[src/design/ps2_mouse_cursor_tracker_core_macros.svh]
// Assertion macros shared by the cursor tracker RTL.
`ifndef PS2_MOUSE_CURSOR_TRACKER_CORE_MACROS_SVH
`define PS2_MOUSE_CURSOR_TRACKER_CORE_MACROS_SVH

`ifndef NO_ASSERTIONS

// Same-cycle implication, disabled during reset.
`define PS2MCT_ASSERT_IMPLIES(label, clk, rst, cond, expr) \
   label: assert property (@(posedge clk) disable iff (rst) (cond) |-> (expr)) \
      else $error("ps2mct: implication check failed");

// Next-cycle implication, disabled during reset.
`define PS2MCT_ASSERT_NEXT(label, clk, rst, cond, expr) \
   label: assert property (@(posedge clk) disable iff (rst) (cond) |=> (expr)) \
      else $error("ps2mct: next-cycle check failed");

`else

`define PS2MCT_ASSERT_IMPLIES(label, clk, rst, cond, expr)
`define PS2MCT_ASSERT_NEXT(label, clk, rst, cond, expr)

`endif

`endif

[src/design/ps2mct_pkg.sv]
// Types and constants for the PS/2 mouse cursor tracker.
package ps2mct_pkg;

   localparam int unsigned COORD_W = 8;

   typedef logic [COORD_W-1:0] coord_type;
   typedef logic [7:0]         byte_type;

   // Bit 3 of the first packet byte is always set; used for framing.
   localparam byte_type  SYNC_BIT     = 8'h08;
   localparam coord_type RESET_WIDTH  = 8'd80;
   localparam coord_type RESET_HEIGHT = 8'd25;
   localparam coord_type RESET_COL    = coord_type'(RESET_WIDTH / 8'd2);
   localparam coord_type RESET_ROW    = coord_type'(RESET_HEIGHT / 8'd2);

   typedef enum logic [0:0] {
      CSR_SCREEN_WIDTH  = 1'b0,
      CSR_SCREEN_HEIGHT = 1'b1
   } csr_index_type;

   // Next expected byte of the three-byte packet.
   typedef enum logic [2:0] {
      PH_HEAD   = 3'b001,
      PH_XDELTA = 3'b010,
      PH_YDELTA = 3'b100
   } phase_type;

   typedef struct packed {
      coord_type col;
      coord_type row;
   } cursor_type;

endpackage

[src/design/ps2mct_axis_clamp.sv]
// One cursor axis: add or subtract a signed byte delta, saturate to screen size.
module ps2mct_axis_clamp (
   input  ps2mct_pkg::coord_type position,
   input  ps2mct_pkg::byte_type  delta,
   input  logic                  negate,
   input  ps2mct_pkg::coord_type screen_size,
   output ps2mct_pkg::coord_type next_position
);
   import ps2mct_pkg::*;

   // -128 .. 383 fits in 10 signed bits
   logic signed [COORD_W+1:0] delta_ext;
   logic signed [COORD_W+1:0] pos_ext;
   logic signed [COORD_W+1:0] sum;
   coord_type                 top;

   always_comb begin
      delta_ext = {{2{delta[7]}}, delta};
      pos_ext   = {2'b00, position};
      sum       = negate ? (pos_ext - delta_ext) : (pos_ext + delta_ext);
      // size 0 behaves as size 1
      top       = (screen_size == '0) ? '0 : (screen_size - coord_type'(1));
      if (sum[COORD_W+1]) begin
         next_position = '0;
      end else if (sum[COORD_W:0] > {1'b0, top}) begin
         next_position = top;
      end else begin
         next_position = sum[COORD_W-1:0];
      end
   end

endmodule

[src/design/ps2_mouse_cursor_tracker_core.sv]
// Top level: PS/2 mouse packet framing and clamped cursor position tracking.
//
//   channel | dir | handshake            | payload
//   --------+-----+----------------------+------------------------------------
//   req     | in  | req_valid/req_ready  | req_data_byte[7:0], req_from_aux
//   rsp     | out | rsp_valid/rsp_ready  | rsp_cursor_col[7:0], rsp_cursor_row[7:0]
//   csr     | in  | csr_valid/csr_ready  | csr_index (0 width, 1 height), csr_data
//
// One item per cycle while req_ready is high. Framing state and cursor position
// update at the accept edge; the third packet byte registers its result into the
// output register or, behind an earlier result, into the skid entry. A two-entry
// output (register plus skid) keeps req_ready high while one result waits;
// req_ready drops only with both entries full. Synchronous reset: framing to first
// byte, cursor to 40/12, sizes to 80/25. csr_ready is always high.
`include "ps2_mouse_cursor_tracker_core_macros.svh"

module ps2_mouse_cursor_tracker_core (
   input  logic                      clock,
   input  logic                      reset,
   input  logic                      req_valid,
   output logic                      req_ready,
   input  ps2mct_pkg::byte_type      req_data_byte,
   input  logic                      req_from_aux,
   output logic                      rsp_valid,
   input  logic                      rsp_ready,
   output ps2mct_pkg::coord_type     rsp_cursor_col,
   output ps2mct_pkg::coord_type     rsp_cursor_row,
   input  logic                      csr_valid,
   output logic                      csr_ready,
   input  ps2mct_pkg::csr_index_type csr_index,
   input  ps2mct_pkg::byte_type      csr_data
);
   import ps2mct_pkg::*;

   // configuration
   coord_type width_ff, width_in;
   coord_type height_ff, height_in;

   // packet framing and cursor state
   phase_type phase_ff, phase_in;
   byte_type  held_x_ff, held_x_in;
   coord_type col_ff, col_in;
   coord_type row_ff, row_in;

   // output register and skid entry
   logic       out_valid_ff, out_valid_in;
   cursor_type out_ff, out_in;
   logic       skid_valid_ff, skid_valid_in;
   cursor_type skid_ff, skid_in;

   logic       req_take;
   logic       mouse_byte;
   logic       res_valid;
   cursor_type res;
   coord_type  col_next;
   coord_type  row_next;

   assign req_ready  = !skid_valid_ff;
   assign req_take   = req_valid && req_ready;
   assign mouse_byte = req_take && req_from_aux;
   assign csr_ready  = 1'b1;

   // X from the held second byte, Y from the current (third) byte; screen Y
   // grows downward, so the mouse Y delta is subtracted.
   ps2mct_axis_clamp u_col_clamp (
      .position      (col_ff),
      .delta         (held_x_ff),
      .negate        (1'b0),
      .screen_size   (width_ff),
      .next_position (col_next)
   );

   ps2mct_axis_clamp u_row_clamp (
      .position      (row_ff),
      .delta         (req_data_byte),
      .negate        (1'b1),
      .screen_size   (height_ff),
      .next_position (row_next)
   );

   // configuration writes
   always_comb begin
      width_in  = width_ff;
      height_in = height_ff;
      if (csr_valid && csr_ready) begin
         unique case (csr_index)
            CSR_SCREEN_WIDTH:  width_in  = csr_data;
            CSR_SCREEN_HEIGHT: height_in = csr_data;
         endcase
      end
   end

   // packet framing
   always_comb begin
      phase_in  = phase_ff;
      held_x_in = held_x_ff;
      col_in    = col_ff;
      row_in    = row_ff;
      res_valid = 1'b0;
      res.col   = col_next;
      res.row   = row_next;
      if (mouse_byte) begin
         unique case (phase_ff)
            PH_XDELTA: begin
               held_x_in = req_data_byte;
               phase_in  = PH_YDELTA;
            end
            PH_YDELTA: begin
               phase_in  = PH_HEAD;
               col_in    = col_next;
               row_in    = row_next;
               res_valid = 1'b1;
            end
            default: begin
               // first byte; a clear sync bit means we are out of step
               phase_in = ((req_data_byte & SYNC_BIT) != '0) ? PH_XDELTA : PH_HEAD;
            end
         endcase
      end
   end

   // two-entry output; skid only takes a result while an earlier one is still queued ahead of it
   always_comb begin
      out_valid_in  = out_valid_ff;
      out_in        = out_ff;
      skid_valid_in = skid_valid_ff;
      skid_in       = skid_ff;
      if (!out_valid_ff || rsp_ready) begin
         if (skid_valid_ff) begin
            out_valid_in  = 1'b1;
            out_in        = skid_ff;
            skid_valid_in = res_valid;
            skid_in       = res;
         end else begin
            out_valid_in  = res_valid;
            out_in        = res;
         end
      end else if (res_valid) begin
         skid_valid_in = 1'b1;
         skid_in       = res;
      end
   end

   always_ff @(posedge clock) begin
      if (reset) begin
         width_ff      <= RESET_WIDTH;
         height_ff     <= RESET_HEIGHT;
         phase_ff      <= PH_HEAD;
         held_x_ff     <= '0;
         col_ff        <= RESET_COL;
         row_ff        <= RESET_ROW;
         out_valid_ff  <= 1'b0;
         skid_valid_ff <= 1'b0;
      end else begin
         width_ff      <= width_in;
         height_ff     <= height_in;
         phase_ff      <= phase_in;
         held_x_ff     <= held_x_in;
         col_ff        <= col_in;
         row_ff        <= row_in;
         out_valid_ff  <= out_valid_in;
         skid_valid_ff <= skid_valid_in;
      end
   end

   always_ff @(posedge clock) begin
      out_ff  <= out_in;
      skid_ff <= skid_in;
   end

   assign rsp_valid      = out_valid_ff;
   assign rsp_cursor_col = out_ff.col;
   assign rsp_cursor_row = out_ff.row;

   // skid entry never holds an item ahead of an empty output register
   `PS2MCT_ASSERT_IMPLIES(a_skid_behind_out, clock, reset, skid_valid_ff, out_valid_ff)

   // a completed packet always leaves the output register valid next cycle
   `PS2MCT_ASSERT_NEXT(a_packet_gives_item, clock, reset,
      mouse_byte && (phase_ff == PH_YDELTA), out_valid_ff)

   // emitted column stays inside the configured width
   `PS2MCT_ASSERT_IMPLIES(a_col_in_range, clock, reset, out_valid_ff,
      (out_ff.col == '0) || (out_ff.col < width_ff))

endmodule

[config.mk]
export PLATFORM = sky130hd
export DESIGN_NAME = ps2_mouse_cursor_tracker_core
export DESIGN_NICKNAME = d
export VERILOG_FILES = /design/src/design/ps2mct_pkg.sv /design/src/design/ps2mct_axis_clamp.sv /design/src/design/ps2_mouse_cursor_tracker_core.sv
export VERILOG_INCLUDE_DIRS = /design/src /design/src/design
export SDC_FILE = /design/constraint.sdc
export NUM_CORES = 1
export LEC_CHECK = 0
export BUFFER_PORTS_ARGS = -buffer_cell sky130_fd_sc_hd__buf_2
export CELL_PAD_IN_SITES_DETAIL_PLACEMENT = 1
export CELL_PAD_IN_SITES_GLOBAL_PLACEMENT = 2
export CORE_AREA = 4 4 121 123
export CTS_BUF_LIST = sky130_fd_sc_hd__clkbuf_8
export CTS_CLUSTER_DIAMETER = 50
export DETAILED_ROUTE_END_ITERATION = 12
export DIE_AREA = 0 0 125 127
export HOLD_SLACK_MARGIN = 0.15
export PLACE_DENSITY = 0.79
export SLEW_MARGIN = 25
export SYNTH_ARGS = -nofsm -noshare
export SYNTH_HDL_FRONTEND = slang
export SYNTH_HIERARCHICAL = 1
export SYNTH_SLANG_ARGS = --single-unit
[constraint.sdc]
create_clock -name clock -period 5.3 [get_ports clock]
set_clock_uncertainty 0.05 [all_clocks]
set_input_delay 1.06 -clock clock [delete_from_list [all_inputs] [get_ports clock]]
set_output_delay 1.06 -clock clock [all_outputs]
set_load 0.005 [all_outputs]
Word level (Yosys, flattened, before mapping)
Index checks and enable logic that the tools add are counted.
{"block": "classes", "n_reduce_logical": 13, "shifts": 0, "multipliers": 0, "div_mod_pow": 0, "eq_ne": 3, "n_bitwise": 1, "mux": 18, "add_sub_neg": 4, "magnitude_cmp": 2}
{"operator": "$mux W16", "count": 4}
{"operator": "$mux W8", "count": 6}
{"operator": "$gt A9 B8 Y1", "count": 2}
{"operator": "$logic_not A8 Y1", "count": 2}
{"operator": "$sub A8 B1 Y8 const B", "count": 2}
{"operator": "$add A9 B8 Y10", "count": 1}
{"operator": "$reduce_and A2 Y1", "count": 5}
{"operator": "$sub A9 B8 Y10", "count": 1}
{"operator": "$mux W1", "count": 6}
{"operator": "$pmux W3 S2", "count": 1}
{"operator": "$eq A3 B2 Y1 const B", "count": 1}
{"operator": "$eq A3 B3 Y1 const B", "count": 1}
{"operator": "$logic_and A1 B1 Y1", "count": 2}
{"operator": "$logic_not A1 Y1", "count": 2}
{"operator": "$mux W2", "count": 1}
{"operator": "$ne A2 B2 Y1 const B", "count": 1}
{"operator": "$reduce_bool A2 Y1", "count": 1}
{"operator": "$logic_or A1 B1 Y1", "count": 1}
{"operator": "$not A1 Y1", "count": 1}
{"block": "totals", "latchBits": 0, "ff_bits": 77, "wordCells": 53, "mem_count": 0, "out_inout_bits": 19, "mem_bits_ro": 0, "mem_bits_rw": 0}

Logic depth before layout (Yosys ltp)
{"block": "logic_depth", "depth_word": 7, "ltp_mapped": 21, "ltp_nobuf": 20}

By module
The synthesis kept the hierarchy.
{"module": "ps2_mouse_cursor_tracker_core", "instances": 1, "area_per_inst_um2": 3062.9, "cells_each": 259, "seq_area_each_um2": 1861.8}
{"module": "ps2mct_axis_clamp at u_row_clamp", "instances": 1, "area_per_inst_um2": 1189.9, "cells_each": 163, "seq_area_each_um2": 0.0}
{"module": "ps2mct_axis_clamp at u_col_clamp", "instances": 1, "area_per_inst_um2": 1122.3, "cells_each": 153, "seq_area_each_um2": 0.0}

Worst setup path after synthesis
Ideal clock, no wire load.
{"block": "synth_timing", "path_type": "reg-to-reg", "from": "reg held_x_ff[0]", "to": "reg out_ff (netlist bit rsp_cursor_col[4]) (data pin)", "setup_time_ns": 0.260, "t_arrival_ns": 4.009, "stages_incl_launch_ff": 19, "setup_slack_ns": 0.981, "path_cell_list": "dfxtp_1 inv_1 ha_1 nor2_1 xnor2_1 ha_1 nor2b_4 o31a_4 o21a_1 or3_1 and2_1 ha_1 a2111oi_0 o21ai_0 o221ai_1 clkbuf_2 a21o_1 a21oi_1 mux2_2"}
{"block": "synth_via", "elab_chain_cells": 5}
{"item": "from (decl)", "line": "ps2_mouse_cursor_tracker_core.sv:41", "source": "byte_type held_x_ff, held_x_in;"}
{"item": "from (signal assigned)", "line": "ps2_mouse_cursor_tracker_core.sv:158", "source": "held_x_ff <= held_x_in;"}
{"item": "$add A9 B8 Y10 *", "line": "ps2mct_axis_clamp.sv:20", "source": "sum = negate ? (pos_ext - delta_ext) : (pos_ext + delta_ext);"}
{"item": "$gt A9 B8 Y1", "line": "ps2mct_axis_clamp.sv:25", "source": "end else if (sum[COORD_W:0] > {1'b0, top}) begin"}
{"item": "$mux W8", "line": "ps2mct_axis_clamp.sv:25"}
{"item": "$mux W8 *", "line": "ps2mct_axis_clamp.sv:23", "source": "if (sum[COORD_W+1]) begin"}
{"item": "net col_next[4]", "line": "ps2_mouse_cursor_tracker_core.sv:55", "source": "coord_type col_next;"}
{"item": "$mux W16 *", "line": "ps2_mouse_cursor_tracker_core.sv:129", "source": "if (skid_valid_ff) begin"}
{"item": "to (signal assigned)", "line": "ps2_mouse_cursor_tracker_core.sv:167", "source": "out_ff <= out_in;"}
{"item": "to (decl)", "line": "ps2_mouse_cursor_tracker_core.sv:47", "source": "cursor_type out_ff, out_in;"}
The timed path passes the listed nets; every way through them passes the cells marked *.
A chain may end at the register's enable or synchronous reset.

Final worst setup path
{"block": "layout_timing", "from": "reg held_x_ff[0]", "to": "reg out_ff (netlist bit rsp_cursor_col[0]) (data pin)"}
The elaborated chain is that of the path after synthesis.

==> reports/metrics.cfg <==
[setup_path]
worstPathArrival_ns=4.90
path_class=register to register
crit_cells=17
critPathMaxStageDelay_ns=0.41
rrSetupSlack_ns=0.59
worstReg2RegStart=held_x_ff[0]
worst-path-max-fanout=4
critPathRequiredTime_ns=5.49
crit_family=compound AO/OA/AOI/OAI gates
r2r_end=rsp_cursor_col[0]
critPathLaunchType=register
cp-end-kind=register
cp_common_cell=ha_1
path_cells=inv_1 -> ha_1 -> nor2_1 -> xnor2_1 -> ha_1 -> nor2b_4 -> o31a_4 -> o21a_1 -> or3_1 -> and2_1 -> ha_1 -> a2111oi_0 -> o21ai_0 -> o221a_2 -> or3_1 -> a21oi_1 -> mux2_2
reg2reg_depth=17
crit_buf_inv=1
cpMaxStageDelayCell=dfxtp_1

[logic_synthesis]
seq_area_frac_synth=0.3464
synth.top_cell.area_share=0.1788
synth_enable_flop_cells=32
synth-async-reset-ratio=0
avgSynthCellArea_um2=9.348
synth.cell_area_mm2=0.005375
synthCells=575
synth_ff_type=dfxtp_1
synth_area_leaders=edfxtp_1 (18%), dfxtp_1 (17%), ha_1 (8.8%), nand2b_1 (6.9%), mux2i_1 (4.8%)
synth_area_leader_cell=edfxtp_1
yosys_warnings=6
synthDistinctLibCells=74
yosys_register_bits=77

[global_route]
grt_pass1_wl_um=22920
antenna_found_initial=0
grt_pass1_vias=4540
grtUsageTotal=0.1789
grt_max_degree=70
overflow=0

[clocking]
cts_resized=0
cts_buffer_depth=2
cts_tree=yes
clock_latency_ns=0.37
cts_htree_levels=3
cts_buffers=9
cts_setup_buffers=0
cts.sinks=77
cts-root-buf=clkbuf_8
path_clk_slew_ns=0.09
cts_hold_buf=0

[job]
maxCapViolCount=0

[floorplanning]
rows=43
die_w_um=125
core_area_mm2=0.01367
die-height_um=127
initial_core_util=0.3933
fp.dieArea_mm2=0.01588
io_pins=42

[placement]
dpl_cell_area_mm2=0.005736
portBuffers=40
post-place-cells=781
gp_congestion=0.8272
dp_hpwl_um=10650

[sta]
min_period_ns=4.710
tns_ns=0
holdWs_ns=0.4338
max_freq_mhz=212.3
finalSetupViolCount=0
worst_pin_slew_ns=0.7321
hold_violations=0
rsz0062_at_grt=no
max_slew_margin=0.5086
maxSlewViolCount=0
fin_crit_sh=0.8887

[layout]
nFillCells=1610
utilization=0.4335
multi_input_area_mm2=0.003313
fin_cells=797
final_cell_mix=nand2b_1 (59), dfxtp_1 (45), nand2_1 (42), nor2_1 (42), a21oi_1 (42)
final_common_cell=nand2b_1
final_nets=675
antenna_cells=0
final_cell_area_mm2=0.005924
syn2layout_area_growth_pct=10.22
drive_gt1_frac=0.1702
regArea_mm2=0.001862

[power_and_ir_drop]
ir_worst_vdd_mv=0.1087
power.leakage_nw=2.309
powerDensity_mw_per_mm2=235.7

[drt]
route.antenna.remaining_nets=0
dr.pass1.iters=4
wl_per_cell_um=17.48
dr_total_vias=4245
post_drt_via_cell_ratio=5.326
drcViolationCount=0
wl_um=13930
drt_iter0_drc=162

[min_path]
hold_path_depth=2
min_path_type=register to register
worstHoldEndpoint=row_ff[0]
min-delay-start=row_ff[0]

[status]
status=completed

## per-stage QoR
stage                     worst slack (ns)  power [mW]
after floorplan                     0.9814      0.8868
after global placement              0.7668      0.9718
after detailed placement            0.5936      0.9819
after CTS                           0.5675       1.421
after global routing                0.2647       1.484
final                               0.5898       1.396
## routing by layer
layer	global-route usage	share of wire	vias up	wire length, um
li1	-	-	2107	-
met1	0.2129	0.44	2072	6191
met2	0.3284	0.51	47	7120
met3	0.02425	0.022	19	311
met4	0.06760	0.022	0	305
met5	0	0	-	0
## Yosys cell counts, types with 9 or more instances
library cell and count:
nand3_1 11, nor2_1 42, ha_1 38, inv_1 24, a21oi_1 42, nor3_1 11
a21o_1 13, nand2_1 42, o21a_1 12, nand2b_1 59, mux2i_1 26, edfxtp_1 32
mux2_2 18, dfxtp_1 45, xor2_1 9, clkbuf_1 12, xnor2_1 19, o21ai_0 13
## cells by family after synthesis
logic type               after synthesis  synth area share
AO/OA/AOI/OAI                        116            0.1506
multiplexers                          44           0.08613
buffers and inverters                 47           0.04050
other                                  2          0.001397
flip-flops                            77            0.3464
AND/OR/NAND/NOR                      218            0.2244
XOR/XNOR                              31           0.05470
adder cells (fa/ha/maj)               40           0.09590
## power by group
part / internal [mW] / leakage (nW) / switching [mW]
logic: 0.131 / 1.51 / 0.179
clock network: 0.197 / 0.101 / 0.231
registers: 0.645 / 0.697 / 0.0137
total: 0.972 / 2.31 / 0.424
## sequential cells by signal (all words and copies together), names as in the netlist
| register | count |
|---|---|
| col_ff | 8 |
| height_ff | 8 |
| held_x_ff | 8 |
| phase_ff | 3 |
| row_ff | 8 |
| rsp_cursor_col | 8 |
| rsp_cursor_row | 8 |
| rsp_valid | 1 |
| skid_ff | 16 |
| skid_valid_ff | 1 |
| width_ff | 8 |
## layout make-up
type | count | area share
clock buffers | 11 | 0.02555
clock inverters | 5 | 0.005913
inverters | 24 | 0.01521
multi-input cells | 454 | 0.5592
flip-flops and latches | 77 | 0.3143
well taps | 180 | 0.03801
repair buffers | 46 | 0.04182
## worst reg2reg max path, cell delays in order (launching register included)
cell       delay, ns
dfxtp_1         0.41
inv_1           0.10
ha_1            0.26
nor2_1          0.14
xnor2_1         0.13
ha_1            0.29
nor2b_4         0.15
o31a_4          0.30
o21a_1          0.18
or3_1           0.33
and2_1          0.17
ha_1            0.30
a2111oi_0       0.41
o21ai_0         0.21
o221a_2         0.28
or3_1           0.31
a21oi_1         0.34
mux2_2          0.23
## worst max path at each step
stage | startpoint | to
floorplan | held_x_ff[0] | rsp_cursor_col[4]
global placement | req_data_byte[1] | rsp_cursor_row[3]
detailed placement | held_x_ff[0] | rsp_cursor_col[0]
CTS | held_x_ff[0] | rsp_cursor_col[0]
global route | held_x_ff[0] | rsp_cursor_col[0]
finish | held_x_ff[0] | rsp_cursor_col[0]
(Power assumes the default switching activity.)
